**config.mk**
```make
export PLATFORM = sky130hd
export DESIGN_NAME = touch_pen_event_tracker
export DESIGN_NICKNAME = d
export VERILOG_FILES = /design/src/hw/rtl/tpet_pkg.sv /design/src/hw/rtl/tpet_median.sv /design/src/hw/rtl/touch_pen_event_tracker.sv
export SDC_FILE = /design/constraint.sdc
export NUM_CORES = 1
export LEC_CHECK = 0
export BUFFER_PORTS_ARGS = -buffer_cell sky130_fd_sc_hd__buf_2
export CAP_MARGIN = 40
export CORE_UTILIZATION = 66
export CTS_CLUSTER_SIZE = 10
export DETAILED_ROUTE_END_ITERATION = 8
export PLACE_DENSITY = 0.85
export SYNTH_ARGS = -nofsm -noshare
export SYNTH_HDL_FRONTEND = slang
export SYNTH_HIERARCHICAL = 1
export SYNTH_SLANG_ARGS = --single-unit
export TNS_END_PERCENT = 20
```
**constraint.sdc**
```tcl
create_clock -name clk_i -period 28.4 [get_ports clk_i]
set_clock_uncertainty 0.1 [all_clocks]
set_input_delay 5.68 -clock clk_i [delete_from_list [all_inputs] [get_ports clk_i]]
set_output_delay 5.68 -clock clk_i [all_outputs]
set_load 0.05 [all_outputs]
```
**src/hw/rtl/tpet_pkg.sv**
```systemverilog
// Shared types, codes and defaults for the touch pen event tracker.
package tpet_pkg;

  // Default geometry of the filter.
  localparam int unsigned WindowDef     = 5;
  localparam int unsigned SampleBitsDef = 12;

  // Register and counter widths.
  localparam int unsigned ThreshBits  = 12;
  localparam int unsigned ReleaseBits = 3;
  localparam int unsigned CfgIdxBits  = 2;
  localparam int unsigned CfgDataBits = 12;
  localparam int unsigned IrqCntBits  = 16;
  localparam int unsigned KindBits    = 2;

  // Register reset values.
  localparam logic [ThreshBits-1:0]  ThreshReset  = ThreshBits'(5);
  localparam logic [ReleaseBits-1:0] ReleaseReset = ReleaseBits'(3);

  // Configuration register indexes.
  localparam logic [CfgIdxBits-1:0] CFG_TOUCH_THRESHOLD = CfgIdxBits'(0);
  localparam logic [CfgIdxBits-1:0] CFG_RELEASE_CHECKS  = CfgIdxBits'(1);

  typedef enum logic [1:0] {
    MODE_IDLE    = 2'd0,
    MODE_TRACK   = 2'd1,
    MODE_CONFIRM = 2'd2
  } mode_e;

  typedef enum logic [KindBits-1:0] {
    EV_DOWN = 2'd0,
    EV_MOVE = 2'd1,
    EV_UP   = 2'd2
  } event_kind_e;

endpackage

```
**src/hw/rtl/tpet_median.sv**
```systemverilog
// Median of one sample window, found by ranking every entry in parallel.
module tpet_median #(
  parameter int unsigned WINDOW      = tpet_pkg::WindowDef,
  parameter int unsigned SAMPLE_BITS = tpet_pkg::SampleBitsDef
) (
  input  logic [SAMPLE_BITS-1:0] win_i [WINDOW],
  output logic [SAMPLE_BITS-1:0] med_o
);
  import tpet_pkg::*;

  localparam int unsigned RankW = $clog2(WINDOW + 1);
  localparam int unsigned Mid   = WINDOW / 2;

  logic [RankW-1:0] rank;

  // An entry's rank is the number of entries that sort ahead of it; equal
  // values are ordered by position so that exactly one entry has each rank.
  always_comb begin
    med_o = '0;
    rank  = '0;
    for (int i = 0; i < WINDOW; i++) begin
      rank = '0;
      for (int j = 0; j < WINDOW; j++) begin
        if (j != i) begin
          if ((win_i[j] < win_i[i]) || ((win_i[j] == win_i[i]) && (j < i))) begin
            rank = rank + RankW'(1);
          end
        end
      end
      if (rank == RankW'(Mid)) begin
        med_o = win_i[i];
      end
    end
  end

endmodule

```
**src/hw/rtl/touch_pen_event_tracker.sv**
```systemverilog
// Touch pen event tracker: pen down, median-filtered move and pen up events.
// An accepted item is held in the input register, then its event, if any, is
// loaded into the result register. Throughput: one item per cycle while no
// stalled event holds up an item that emits; the median networks and state
// update are combinational between the input and result registers.
// Reset (asynchronous, active low): idle mode, counters cleared, threshold 5,
// release checks 3; sample windows are not cleared, they fill before use.
module touch_pen_event_tracker #(
  parameter int unsigned WINDOW      = tpet_pkg::WindowDef,
  parameter int unsigned SAMPLE_BITS = tpet_pkg::SampleBitsDef
) (
  input  logic                               clk_i,
  input  logic                               rst_ni,
  // Configuration write channel.
  input  logic                               cfg_valid_i,
  output logic                               cfg_ready_o,
  input  logic [tpet_pkg::CfgIdxBits-1:0]    cfg_index_i,
  input  logic [tpet_pkg::CfgDataBits-1:0]   cfg_data_i,
  // Sample channel.
  input  logic                               in_valid_i,
  output logic                               in_stall_o,
  input  logic                               in_pen_irq_i,
  input  logic [SAMPLE_BITS-1:0]             in_sample_x_i,
  input  logic [SAMPLE_BITS-1:0]             in_sample_y_i,
  input  logic [SAMPLE_BITS-1:0]             in_sample_z_i,
  // Event channel.
  output logic                               out_valid_o,
  input  logic                               out_stall_i,
  output logic [tpet_pkg::KindBits-1:0]      out_event_kind_o,
  output logic [SAMPLE_BITS-1:0]             out_pos_x_o,
  output logic [SAMPLE_BITS-1:0]             out_pos_y_o,
  output logic [SAMPLE_BITS-1:0]             out_pressure_o,
  output logic [tpet_pkg::IrqCntBits-1:0]    out_irq_total_o
);
  import tpet_pkg::*;

  // Width of the fill index: it only ever holds 0 .. WINDOW-1.
  localparam int unsigned IdxW = (WINDOW > 1) ? $clog2(WINDOW) : 1;
  // Common width for comparing samples against the threshold register.
  localparam int unsigned CmpW = (SAMPLE_BITS > ThreshBits) ? SAMPLE_BITS : ThreshBits;

  // ---------------------------------------------------------------------------
  // Configuration registers. Writes are always taken; an index outside the
  // register list is dropped.
  // ---------------------------------------------------------------------------
  logic [ThreshBits-1:0]  thresh_q;
  logic [ReleaseBits-1:0] release_q;
  logic                   cfg_we;

  assign cfg_ready_o = 1'b1;
  assign cfg_we      = cfg_valid_i & cfg_ready_o;

  always_ff @(posedge clk_i or negedge rst_ni) begin
    if (!rst_ni) begin
      thresh_q  <= ThreshReset;
      release_q <= ReleaseReset;
    end else if (cfg_we) begin
      if (cfg_index_i == CFG_TOUCH_THRESHOLD) begin
        thresh_q <= cfg_data_i[ThreshBits-1:0];
      end else if (cfg_index_i == CFG_RELEASE_CHECKS) begin
        release_q <= cfg_data_i[ReleaseBits-1:0];
      end
    end
  end

  // ---------------------------------------------------------------------------
  // Input register. It drains whenever its item either produces no event or
  // the result register can take the event, so a waiting result only holds
  // up the item that would produce the next event.
  // ---------------------------------------------------------------------------
  logic                   s1_valid_q;
  logic                   s1_irq_q;
  logic [SAMPLE_BITS-1:0] s1_x_q;
  logic [SAMPLE_BITS-1:0] s1_y_q;
  logic [SAMPLE_BITS-1:0] s1_z_q;
  logic                   in_accept;
  logic                   s1_fire;
  logic                   out_free;
  logic                   emit;

  assign out_free   = !out_valid_o || !out_stall_i;
  assign s1_fire    = s1_valid_q && (!emit || out_free);
  assign in_stall_o = s1_valid_q && !s1_fire;
  assign in_accept  = in_valid_i && !in_stall_o;

  always_ff @(posedge clk_i or negedge rst_ni) begin
    if (!rst_ni) begin
      s1_valid_q <= 1'b0;
    end else if (in_accept) begin
      s1_valid_q <= 1'b1;
    end else if (s1_fire) begin
      s1_valid_q <= 1'b0;
    end
  end

  always_ff @(posedge clk_i) begin
    if (in_accept) begin
      s1_irq_q <= in_pen_irq_i;
      s1_x_q   <= in_sample_x_i;
      s1_y_q   <= in_sample_y_i;
      s1_z_q   <= in_sample_z_i;
    end
  end

  // ---------------------------------------------------------------------------
  // Tracker state.
  // ---------------------------------------------------------------------------
  mode_e                   mode_q, mode_d;
  logic [IdxW-1:0]         fill_q, fill_d;
  logic [ReleaseBits-1:0]  low_q, low_d;
  logic [SAMPLE_BITS-1:0]  prev_x_q, prev_x_d;
  logic [SAMPLE_BITS-1:0]  prev_y_q, prev_y_d;
  logic [IrqCntBits-1:0]   irq_cnt_q, irq_cnt_d;

  // Sample windows; entries are written in order and the whole window is
  // always refilled before a median is taken from it.
  logic [SAMPLE_BITS-1:0]  x_win_q [WINDOW];
  logic [SAMPLE_BITS-1:0]  y_win_q [WINDOW];
  logic [SAMPLE_BITS-1:0]  z_win_q [WINDOW];
  logic [SAMPLE_BITS-1:0]  x_cur [WINDOW];
  logic [SAMPLE_BITS-1:0]  y_cur [WINDOW];
  logic [SAMPLE_BITS-1:0]  z_cur [WINDOW];
  logic                    win_we;

  // The median sees the window as it will be once the current sample lands,
  // so the last sample of a window is filtered in the same cycle.
  always_comb begin
    for (int k = 0; k < WINDOW; k++) begin
      if (IdxW'(k) == fill_q) begin
        x_cur[k] = s1_x_q;
        y_cur[k] = s1_y_q;
        z_cur[k] = s1_z_q;
      end else begin
        x_cur[k] = x_win_q[k];
        y_cur[k] = y_win_q[k];
        z_cur[k] = z_win_q[k];
      end
    end
  end

  logic [SAMPLE_BITS-1:0] med_x, med_y, med_z;

  tpet_median #(.WINDOW(WINDOW), .SAMPLE_BITS(SAMPLE_BITS)) u_med_x (
    .win_i (x_cur),
    .med_o (med_x)
  );

  tpet_median #(.WINDOW(WINDOW), .SAMPLE_BITS(SAMPLE_BITS)) u_med_y (
    .win_i (y_cur),
    .med_o (med_y)
  );

  tpet_median #(.WINDOW(WINDOW), .SAMPLE_BITS(SAMPLE_BITS)) u_med_z (
    .win_i (z_cur),
    .med_o (med_z)
  );

  // ---------------------------------------------------------------------------
  // Next state and event for the item in the input register.
  // ---------------------------------------------------------------------------
  logic                   sample_high;
  logic                   median_low;
  logic                   win_last;
  logic [ReleaseBits-1:0] low_inc;
  logic [ReleaseBits-1:0] need;
  logic [IrqCntBits-1:0]  irq_inc;
  event_kind_e            ev_kind;
  logic [SAMPLE_BITS-1:0] ev_x, ev_y, ev_z;
  logic [IrqCntBits-1:0]  ev_cnt;

  assign sample_high = CmpW'(s1_z_q) > CmpW'(thresh_q);
  assign median_low  = CmpW'(med_z) <= CmpW'(thresh_q);
  assign win_last    = fill_q == IdxW'(WINDOW - 1);
  assign low_inc     = low_q + ReleaseBits'(1);
  // A release count of zero behaves as one.
  assign need        = (release_q == '0) ? ReleaseBits'(1) : release_q;
  assign irq_inc     = irq_cnt_q + IrqCntBits'(1);

  always_comb begin
    mode_d    = mode_q;
    fill_d    = fill_q;
    low_d     = low_q;
    prev_x_d  = prev_x_q;
    prev_y_d  = prev_y_q;
    irq_cnt_d = irq_cnt_q;
    win_we    = 1'b0;
    emit      = 1'b0;
    ev_kind   = EV_MOVE;
    ev_x      = med_x;
    ev_y      = med_y;
    ev_z      = med_z;
    ev_cnt    = irq_cnt_q;
    unique case (mode_q)
      MODE_TRACK: begin
        win_we = 1'b1;
        if (!win_last) begin
          fill_d = fill_q + IdxW'(1);
        end else begin
          fill_d = '0;
          if (median_low) begin
            // Pressure has gone: start counting low samples toward pen up.
            mode_d = MODE_CONFIRM;
            low_d  = '0;
          end else if ((med_x != prev_x_q) || (med_y != prev_y_q)) begin
            // Only report a move when the filtered position has changed.
            prev_x_d = med_x;
            prev_y_d = med_y;
            emit     = 1'b1;
          end
        end
      end
      MODE_CONFIRM: begin
        if (sample_high) begin
          // Contact is back: resume tracking with a fresh window.
          mode_d = MODE_TRACK;
          fill_d = '0;
          low_d  = '0;
        end else if (low_inc >= need) begin
          // Release confirmed; the event carries the count before clearing.
          emit      = 1'b1;
          ev_kind   = EV_UP;
          ev_x      = '0;
          ev_y      = '0;
          ev_z      = '0;
          mode_d    = MODE_IDLE;
          low_d     = '0;
          irq_cnt_d = '0;
        end else begin
          low_d = low_inc;
        end
      end
      default: begin
        // Idle: only a pen interrupt matters.
        if (s1_irq_q) begin
          if (sample_high) begin
            emit      = 1'b1;
            ev_kind   = EV_DOWN;
            ev_x      = s1_x_q;
            ev_y      = s1_y_q;
            ev_z      = s1_z_q;
            ev_cnt    = irq_inc;
            irq_cnt_d = irq_inc;
            mode_d    = MODE_TRACK;
            fill_d    = '0;
            low_d     = '0;
          end else begin
            // Spurious interrupt: re-arm and forget the count.
            irq_cnt_d = '0;
          end
        end
      end
    endcase
  end

  always_ff @(posedge clk_i or negedge rst_ni) begin
    if (!rst_ni) begin
      mode_q    <= MODE_IDLE;
      fill_q    <= '0;
      low_q     <= '0;
      prev_x_q  <= '0;
      prev_y_q  <= '0;
      irq_cnt_q <= '0;
    end else if (s1_fire) begin
      mode_q    <= mode_d;
      fill_q    <= fill_d;
      low_q     <= low_d;
      prev_x_q  <= prev_x_d;
      prev_y_q  <= prev_y_d;
      irq_cnt_q <= irq_cnt_d;
    end
  end

  always_ff @(posedge clk_i) begin
    if (s1_fire && win_we) begin
      x_win_q[fill_q] <= s1_x_q;
      y_win_q[fill_q] <= s1_y_q;
      z_win_q[fill_q] <= s1_z_q;
    end
  end

  // ---------------------------------------------------------------------------
  // Result register. A transaction completes when valid is high and the
  // receiver does not stall; a new event may load in that same cycle.
  // ---------------------------------------------------------------------------
  logic                   out_valid_q;
  event_kind_e            out_kind_q;
  logic [SAMPLE_BITS-1:0] out_x_q, out_y_q, out_z_q;
  logic [IrqCntBits-1:0]  out_cnt_q;

  always_ff @(posedge clk_i or negedge rst_ni) begin
    if (!rst_ni) begin
      out_valid_q <= 1'b0;
    end else if (s1_fire && emit) begin
      out_valid_q <= 1'b1;
    end else if (!out_stall_i) begin
      out_valid_q <= 1'b0;
    end
  end

  always_ff @(posedge clk_i) begin
    if (s1_fire && emit) begin
      out_kind_q <= ev_kind;
      out_x_q    <= ev_x;
      out_y_q    <= ev_y;
      out_z_q    <= ev_z;
      out_cnt_q  <= ev_cnt;
    end
  end

  assign out_valid_o      = out_valid_q;
  assign out_event_kind_o = out_kind_q;
  assign out_pos_x_o      = out_x_q;
  assign out_pos_y_o      = out_y_q;
  assign out_pressure_o   = out_z_q;
  assign out_irq_total_o  = out_cnt_q;

endmodule

```
## Word-level counts from Yosys, hierarchy flattened

Memory sizes are Yosys's and may differ from the RTL's.
Index checks and enable logic that the tools add are counted.
Widths: inputs -> output; s select.

- Add/subtract/negate cells: 48
- $mul: 0
- Divide/modulo/power cells: 0
- Magnitude comparators: 63
- Equality and inequality tests: 61
- Shifts and indexed selects: 0
- Mux-type cells: 152
- Bitwise logic cells: 3
- Reduce and logical (&&, ||, !) cells: 58

Operators with widths:

| operator | number |
|---|---|
| $lt 12x12->1 | 60 |
| $mux 12 | 42 |
| $eq 12x12->1 | 30 |
| $mux 3 | 55 |
| $add 3x1->3 const B | 41 |
| $mux 16 | 7 |
| $pmux 12 s2 | 3 |
| $eq 3x2->1 const B | 15 |
| $logic_or 1x1->1 | 33 |
| $pmux 16 s2 | 1 |
| $mux 1 | 31 |
| $ne 12x12->1 | 2 |
| $add 16x1->16 const B | 1 |
| $mux 2 | 8 |
| $reduce_and 5->1 | 3 |
| $add 1x1->2 const B | 6 |
| $gt 12x12->1 | 1 |
| $le 12x12->1 | 1 |
| $pmux 3 s2 | 2 |
| $ne 2x2->1 const B | 4 |
| $pmux 2 s2 | 2 |
| $eq 2x3->1 const A | 2 |
| $logic_not 3->1 | 2 |
| $reduce_and 6->1 | 1 |
| other kinds (18) | 32 |

- Bits in registers: 156
- Bits in latches: 0
- Memory bits (writable): 180
- ROM bits: 0
- Memories: 3

Memory list:

| memory | depth | bits a word | rd ports | clocked after memory_dff | write ports | line | source |
|---|---|---|---|---|---|---|---|
| x_win_q | 5 | 12 | 5 | 0 | 1 | touch_pen_event_tracker.sv:117 | `logic [SAMPLE_BITS-1:0] x_win_q [WINDOW];` |
| y_win_q | 5 | 12 | 5 | 0 | 1 | touch_pen_event_tracker.sv:118 | `logic [SAMPLE_BITS-1:0] y_win_q [WINDOW];` |
| z_win_q | 5 | 12 | 5 | 0 | 1 | touch_pen_event_tracker.sv:119 | `logic [SAMPLE_BITS-1:0] z_win_q [WINDOW];` |

## Logic depth before layout (Yosys ltp)

Gate-level depths: netlist (run 1).

- Depth in word-level cells: 30
- Depth in mapped cells: 36
- Gate-level depth less buffers: 32

## Modules after synthesis

Netlist (run 1), hierarchy kept.

Modules (own cells, without submodules):

| module | instances | cells each | area each (um^2) | sequential area each (um^2) |
|---|---|---|---|---|
| touch_pen_event_tracker | 1 | 967 | 14951.8 | 9769.4 |
| tpet_median at u_med_y ... | 2 | 525 | 4061.4 | 0.0 |
| tpet_median at u_med_x | 1 | 522 | 4030.1 | 0.0 |

## Least setup slack after synthesis (run 1)

OpenSTA, ideal clock, no wires.

- Path type: reg2out
- Start: reg fill_q[0]
- End: out in_stall_o
- Data arrival time: 6.866 ns
- Setup slack: 15.754 ns
- Stages on the path, launching flop included: 30
- Cell sequence: dfrtp_1 inv_1 ha_1 nand2_1 clkbuf_1 mux2_2 ha_1 a21o_1 a21o_1 a21o_1 a2111o_1 nand2_1 inv_1 ha_1 xnor2_1 ha_1 and3b_1 mux4_2 buf_2 a221o_1 a22oi_1 inv_1 ha_1 nor2b_1 o211ai_1 a21o_1 a21o_1 or3_1 o21bai_1 and3_1

RTL lines:

| item | line | source |
|---|---|---|
| from (decl) | touch_pen_event_tracker.sv:109 | `logic [IdxW-1:0] fill_q, fill_d;` |
| from (signal assigned) | touch_pen_event_tracker.sv:265 | `fill_q <= fill_d;` |
| to (decl) | touch_pen_event_tracker.sv:21 | `output logic in_stall_o,` |

==> reports/results.tsv, run 1 <==
stage	metric	value	unit
status	outcome	finished clean	
sta	Tmin final	15.39	ns
floorplanning	Die ar.	0.0419	sq mm
sta	Slew @ Worst Pin	0.987	ns
clocking	Resize count post-CTS	0	
routing	DRC viols	0	
global_route	vias in the first global route	21900	
floorplanning	Core ar.	0.0401	sq mm
synthesis	ys async rst share	19.3	%
synthesis	Distinct cells, synth	91	
worst_setup_path	Worst R2R Path Depth	29	
clocking	worst skew pair latency	0.57	ns
sta	setup TNS	0	ns
routing	drt via density	6.94	
synthesis	Yosys reg bits	336	
clocking	Num Clock Sinks	336	
floorplanning	Rows	73	
clocking	CTS tree	yes	
worst_setup_path	CP max FO	37	
cells_and_area	layout cells sized above 1	17.4	%
worst_setup_path	Worst path slowest cell	nand2_1	
worst_setup_path	critical path endpoint category	primary output	
synthesis	Syn Inst Count	2539	
clocking	clk slew on worst S/H paths	0.06	ns
sta	max_slew headroom	33.9	%
synthesis	syn_area_per_cell	10.7	sq um
clocking	CTS Buffer Depth	3	
global_route	first-pass GRT wire length	126	mm
floorplanning	Die H	205	microns
synthesis	Syn Nets	3031	
sta	fmax	65.0	MHz
sta	Final Cycle Share	54.2	%
floorplanning	Die Span X	205	microns
clocking	total setup buffers inserted after CTS	0	
routing	wire length per cell	26.0	microns
worst_setup_path	CP peak stage delay	0.76	ns
worst_setup_path	CP most frequent cell	ha_1	
synthesis	YS warnings	6	
synthesis	ys flop type	edfxtp_1	
placement	GPL Wtd Cong	1.02	
floorplanning	I/O pin count	113	
sta	final count of hold timing violations	0	
routing	DR vias	22200	
global_route	GRT Total Usage	39.6	%
worst_setup_path	Critical Path RT	22.62	ns
synthesis	Mapped Area	0.0271	sq mm
worst_setup_path	CP Class	reg2out	
synthesis	number of flops mapped to enable cells by yosys	271	
global_route	largest net degree at the start of global routing	55	
sta	Final Max Tran Viols	0	
sta	Final Setup Violations	0	
routing	post-route ant nets	0	
worst_setup_path	Critical Path AT	9.61	ns
sta	RSZ-0062 raised after global routing	no	
routing	DR pass1 iterations	6	
clocking	hold buffers post-CTS	0	
worst_hold_path	Cells on Worst Hold Path	1	
cells_and_area	layout net count	3132	
cells_and_area	area grow syn2layout	8.71	%
clocking	total CTS buffers	41	
global_route	Congestion Overflow GR	0	
floorplanning	Starting Density	67.6	%
routing	final WL	83.2	mm
job	Max-cap violations	0	
clocking	H-Tree Depth	2	
worst_hold_path	Hold WC Path Type	reg2reg	
placement	number of port buffers	111	
routing	Iter 0 DRT Violations	2430	
clocking	CTS root buffer	clkbuf_16	
placement	dpl hpwl	60.9	mm
global_route	initial antenna violation count	3	
worst_setup_path	crit start category	register	
synthesis	Seq/Total Area, Yosys	36.0	%
cell type report:
| cell class | instances | area, sq um |
|---|---|---|
| Inverter | 233 | 875 |
| Clock buffer | 69 | 1170 |
| Clock inverter | 5 | 33.8 |
| Sequential cell | 336 | 9770 |
| Tap cell | 525 | 657 |
| Timing Repair Buffer | 146 | 860 |
| Multi-Input combinational cell | 1882 | 16100 |
| Antenna cell | 3 | 7.51 |
| Fill cell | 2727 | 10600 |
final timing paths:
check                                   start            end  slack [ns]
worst max-delay path                fill_q[0]     in_stall_o       13.01
worst min-delay path            irq_cnt_q[15]  irq_cnt_q[15]        0.42
worst max register to register      fill_q[0]  x_win_q[3][4]       17.31
worst min register to register  irq_cnt_q[15]  irq_cnt_q[15]        0.42
max in group asynchronous              rst_ni    prev_x_q[6]       22.69
min in group asynchronous              rst_ni   thresh_q[10]        4.94
flip-flops by register name, summed over array words and instances, names as in the netlist:
name	count
prev_y_q	12
irq_cnt_q	16
s1_z_q	12
s1_irq_q	1
prev_x_q	12
mode_q	2
out_pos_y_o	12
z_win_q	60
s1_y_q	12
thresh_q	12
out_pressure_o	12
s1_valid_q	1
s1_x_q	12
out_pos_x_o	12
out_irq_total_o	16
low_q	3
out_valid_o	1
release_q	3
x_win_q	60
y_win_q	60
out_event_kind_o	2
fill_q	3
critical path: cells and delay by family, from the launching register on:
family / cells / cell delay [ns]
AND/OR/NAND/NOR: 6 / 1.80
buffers and inverters: 4 / 1.18
multiplexers: 1 / 0.48
flip-flops: 1 / 0.51
AO/OA/AOI/OAI: 10 / 3.27
XOR/XNOR: 1 / 0.16
adder cells (fa/ha/maj): 5 / 1.60
cell families (layout without fill, tap and decap cells):
group	Yosys count	count (layout)	synth area share, %
and+or+nand+nor	589	589	12.0
AOI/OAI and AO/OA	565	565	15.1
adders and majority gates	436	436	20.1
DFF	336	336	36.0
buffers and inverters	321	453	4.91
muxes	238	238	10.1
xor gates and xnor gates	53	53	1.71
other	1	4	0.0138
metal layers:
metal / vias to the layer above / share of wire, % / global-route usage [%]
met5: - / 0 / 0
met4: 0 / 4.6 / 18.7
met3: 254 / 8.9 / 6.41
met2: 1229 / 46 / 63.7
met1: 10800 / 41 / 52.2
li1: 9922 / - / -
synth_stat cells (33+ instances only):
master	count	area, sq um
edfxtp_1	271	8140
nand4_1	88	551
mux2_2	183	2060
nand3_1	53	265
a221o_1	33	330
nor3b_1	53	398
ha_1	436	5460
o21ai_0	51	255
dfrtp_1	61	1530
inv_1	225	845
nor2_1	72	270
o31ai_1	38	285
clkbuf_1	49	184
xnor2_1	34	298
nor2b_1	44	275
a21oi_1	140	701
nand2_1	116	435
a22o_1	50	438
a21o_1	41	308
and3_1	40	250
cell usage in the layout (no fill, tap or decap), types with 8 or more instances in the layout:
cell,count
buf_2,111
nand4_1,88
mux2i_1,29
xnor2_1,34
a22oi_1,25
a21o_1,41
clkbuf_1,25
inv_1,225
mux2_2,183
ha_1,435
nand3_1,53
edfxtp_1,271
nor3b_1,52
nor2_1,69
dfrtp_1,61
and3_1,40
and4_1,9
a2111oi_2,12
a21oi_1,140
nand2_1,111
nor2b_1,44
a31oi_1,9
a221o_1,33
nor3_1,30
o211ai_1,30
o21ai_0,51
o31ai_1,38
o21ai_1,25
a22o_1,50
o21a_1,13
buf_4,30
o21bai_1,8
nand2b_1,25
a21boi_0,11
clkbuf_16,42
xor2_1,19
mux2_4,20
metrics by stage:
step | instances | utilization (%) | hold slack, ns | instance area (sq um) | worst slack [ns]
2_1_floorplan | 2539 | - | 0.376 | 27100 | 15.75
3_3_place_gp | 3114 | 70.2 | 0.395 | 28100 | 14.25
3_5_place_dp | 3121 | 70.4 | 0.402 | 28200 | 13.81
4_1_cts | 3195 | 73.5 | 0.419 | 29500 | 13.22
5_1_grt | 3198 | 73.5 | 0.449 | 29500 | 12.57
6_report | 3199 | 73.5 | 0.422 | 29500 | 13.01
Power of run 1 is left out: the tool's default activity adds up to more than one toggle a clock period on the data nets, which glitch-free logic cannot reach.
==> run 2: changes to the inputs <==
--- a/config.mk
+++ b/config.mk
@@ -5,12 +5,13 @@
 export SDC_FILE = /design/constraint.sdc
 export NUM_CORES = 1
 export LEC_CHECK = 0
+export ABC_AREA = 1
 export BUFFER_PORTS_ARGS = -buffer_cell sky130_fd_sc_hd__buf_2
 export CAP_MARGIN = 40
-export CORE_UTILIZATION = 66
+export CORE_UTILIZATION = 58
 export CTS_CLUSTER_SIZE = 10
 export DETAILED_ROUTE_END_ITERATION = 8
-export PLACE_DENSITY = 0.85
+export PLACE_DENSITY = 0.8
 export SYNTH_ARGS = -nofsm -noshare
 export SYNTH_HDL_FRONTEND = slang
 export SYNTH_HIERARCHICAL = 1
==> constraint.sdc (replaced) <==
create_clock -name clk_i -period 13.62 [get_ports clk_i]
set_clock_uncertainty 0.1 [all_clocks]
set_input_delay 2.724 -clock clk_i [delete_from_list [all_inputs] [get_ports clk_i]]
set_output_delay 2.724 -clock clk_i [all_outputs]
set_load 0.05 [all_outputs]
==> run 2 against run 1 <==
  * Synthesized cell count increased by 46%
  * Die area increased by 20%
  * Global-route usage decreased by 7.9 points
  * Non-clock buffer count down 10
  * First-iteration DRC count rose by 0.45%
  * Core utilization is 9.8 points lower
  * Final cell count grew 40%
  * Flip-flop and latch count unchanged
  * Register-to-register slack worse by 13 ns
  * Largest cell class unchanged
  * Setup slack got worse by 10 ns
  * Count of clock-buffer cells in the layout up 2
  * Via count increased by 13%
==> reports/results.tsv, run 2 <==
stage	metric	value	unit
cells_and_area	Layout Cells excl Fill	4493	
synthesis	Synth top area share	28.5	%
routing	post-route ant nets	0	
synthesis	Seq/Total Area, Yosys	34.2	%
synthesis	ys async rst share	19.3	%
job	Max-cap violations	0	
routing	final WL	79.3	mm
global_route	largest net degree at the start of global routing	73	
cells_and_area	most frequent cells in the layout	1052 x nand2_1, 548 x inv_1, 435 x ha_1	
clocking	total setup buffers inserted after CTS	0	
sta	Final WS setup	2.86	ns
synthesis	YS warnings	6	
global_route	GRT Total Usage	31.7	%
floorplanning	Starting Density	58.7	%
routing	DR pass1 iterations	5	
routing	uppermost layer routed	met4	
routing	DR vias	25000	
worst_setup_path	critical path endpoint category	primary output	
cells_and_area	largest registers	x_win_q: 60 flops, y_win_q: 60 flops, z_win_q: 60 flops	
status	outcome	finished clean	
synthesis	cell taking the most area after synthesis	edfxtp_1	
synthesis	ys flop type	edfxtp_1	
placement	Inst Count DP	4412	
worst_setup_path	CP max FO	45	
sta	setup TNS	0	ns
synthesis	syn_area_per_cell	7.70	sq um
synthesis	Distinct cells, synth	52	
floorplanning	Core ar.	0.0487	sq mm
placement	dpl ws	3.57	ns
sta	Tmin final	10.76	ns
global_route	first-pass GRT wire length	124	mm
worst_setup_path	crit start category	register	
clocking	CTS root buffer	clkbuf_16	
clocking	worst skew pair latency	0.59	ns
clocking	clk slew on worst S/H paths	0.06	ns
cells_and_area	area grow syn2layout	8.49	%
clocking	CTS Buffer Depth	3	
clocking	CTS tree	yes	
floorplanning	Die Span X	224	microns
sta	Final Cycle Share	79.0	%
worst_setup_path	CP most frequent cell	nand2_1	
sta	max_slew headroom	32.6	%
clocking	total CTS buffers	43	
clocking	Resize count post-CTS	0	
global_route	Congestion Overflow GR	0	
cells_and_area	commonest non-fill, non-tap cell in the layout	nand2_1	
synthesis	largest cells by area after synthesis	edfxtp_1 28%, ha_1 19%, nand2_1 14%	
worst_setup_path	Critical Path RT	10.80	ns
worst_setup_path	CP peak stage delay	0.60	ns
sta	Final Setup Violations	0	
synthesis	Syn Nets	4205	
sta	fmax	93.0	MHz
synthesis	number of flops mapped to enable cells by yosys	271	
sta	RSZ-0062 raised after global routing	no	
worst_setup_path	CP Class	reg2out	
routing	drt via density	5.57	
floorplanning	Die ar.	0.0502	sq mm
cells_and_area	Core Util, Final	63.6	%
placement	GPL Wtd Cong	0.992	
floorplanning	I/O pin count	113	
routing	Iter 0 DRT Violations	2441	
sta	Final Max Tran Viols	0	
routing	Met2 Wirelength	36.3	mm
routing	wire length per cell	17.7	microns
cells_and_area	layout cells sized above 1	10.0	%
routing	wl on met1	33.7	mm
cells_and_area	ANT cells	0	
cells_and_area	layout net count	4286	
sta	final count of hold timing violations	0	
worst_hold_path	Hold WC Path Type	reg2reg	
synthesis	Commonest cells post-synth	1056 x nand2_1, 550 x inv_1, 436 x ha_1	
clocking	Num Clock Sinks	336	
worst_setup_path	Worst path slowest cell	o21ai_0	
synthesis	Yosys reg bits	336	
placement	number of port buffers	111	
floorplanning	Rows	81	
clocking	hold buffers post-CTS	0	
worst_setup_path	Critical Path AT	7.93	ns
global_route	vias in the first global route	23200	
clocking	H-Tree Depth	2	
routing	Met3 Routed Length	6.67	mm
synthesis	Mapped Area	0.0286	sq mm
routing	DRC viols	0	
sta	Slew @ Worst Pin	1.00	ns
synthesis	count leader, synth	nand2_1	
placement	dpl hpwl	59.4	mm
synthesis	Syn Inst Count	3713	
floorplanning	Die H	224	microns
global_route	initial antenna violation count	1	
[run 2: changes by cell type after synthesis, moves of 50 or more]
cell     previous run  this run
nand3_1            53       253
inv_1             225       550
mux2_2            183         0
a22o_1             50         0
o21ai_0            51       193
nor2_1             72       206
nor3b_1            53         0
nand2_2             0        60
nand2_1           116      1056
[run 2: layout make-up]
type / instances / area [sq um]
tap: 664 / 831
fill: 4203 / 17700
clock buffer: 71 / 1220
multi-input combinational: 2700 / 16100
sequential: 336 / 9770
inverter: 577 / 2170
clock inverter: 9 / 148
timing repair buffer: 136 / 783
[run 2: per-stage QoR]
stage          area [sq um]  hold slack [ns]
3_3_place_gp          29600            0.368
6_report              31000            0.394
4_1_cts               31000            0.395
5_1_grt               31000            0.410
3_5_place_dp          29700            0.386
2_1_floorplan         28600            0.353
[run 2: path summary, 6_finish.rpt]
path,end,start,cells past startpoint,slack [ns]
min,thresh_q[2],thresh_q[2],2,0.39
min reg2reg,thresh_q[2],thresh_q[2],2,0.39
max,in_stall_o,fill_q[0],40,2.86
max in group asynchronous,thresh_q[2],rst_ni,3,10.96
max reg2reg,out_pos_y_o[7],fill_q[0],39,4.78
min in group asynchronous,irq_cnt_q[15],rst_ni,2,1.91
[run 2: per-layer routing]
metal | GRT usage [%] | vias to the layer above
li1 | - | 12400
met4 | 11.8 | 0
met5 | 0 | -
met3 | 4.21 | 156
met1 | 42.8 | 11400
met2 | 51.8 | 1110
[run 2: logic make-up after synthesis]
group / count (synthesis) / synth area share [%]
xor+xnor: 27 / 1.06
compound gates: 493 / 9.42
flops: 336 / 34.2
fa+ha+maj: 436 / 19.1
other cells: 1 / 0.0131
simple gates: 1743 / 26.6
buf+inv: 677 / 9.70
[run 2: worst max-delay path: cells and delay by family (launching register included)]
family                     cells  cell delay [ns]
and+or+nand+nor               24             3.34
adders and majority gates      5             1.45
buffers and inverters          9             1.39
AOI/OAI and AO/OA              2             0.73
DFF                            1             0.42
Power of run 2 is left out for the same reason.
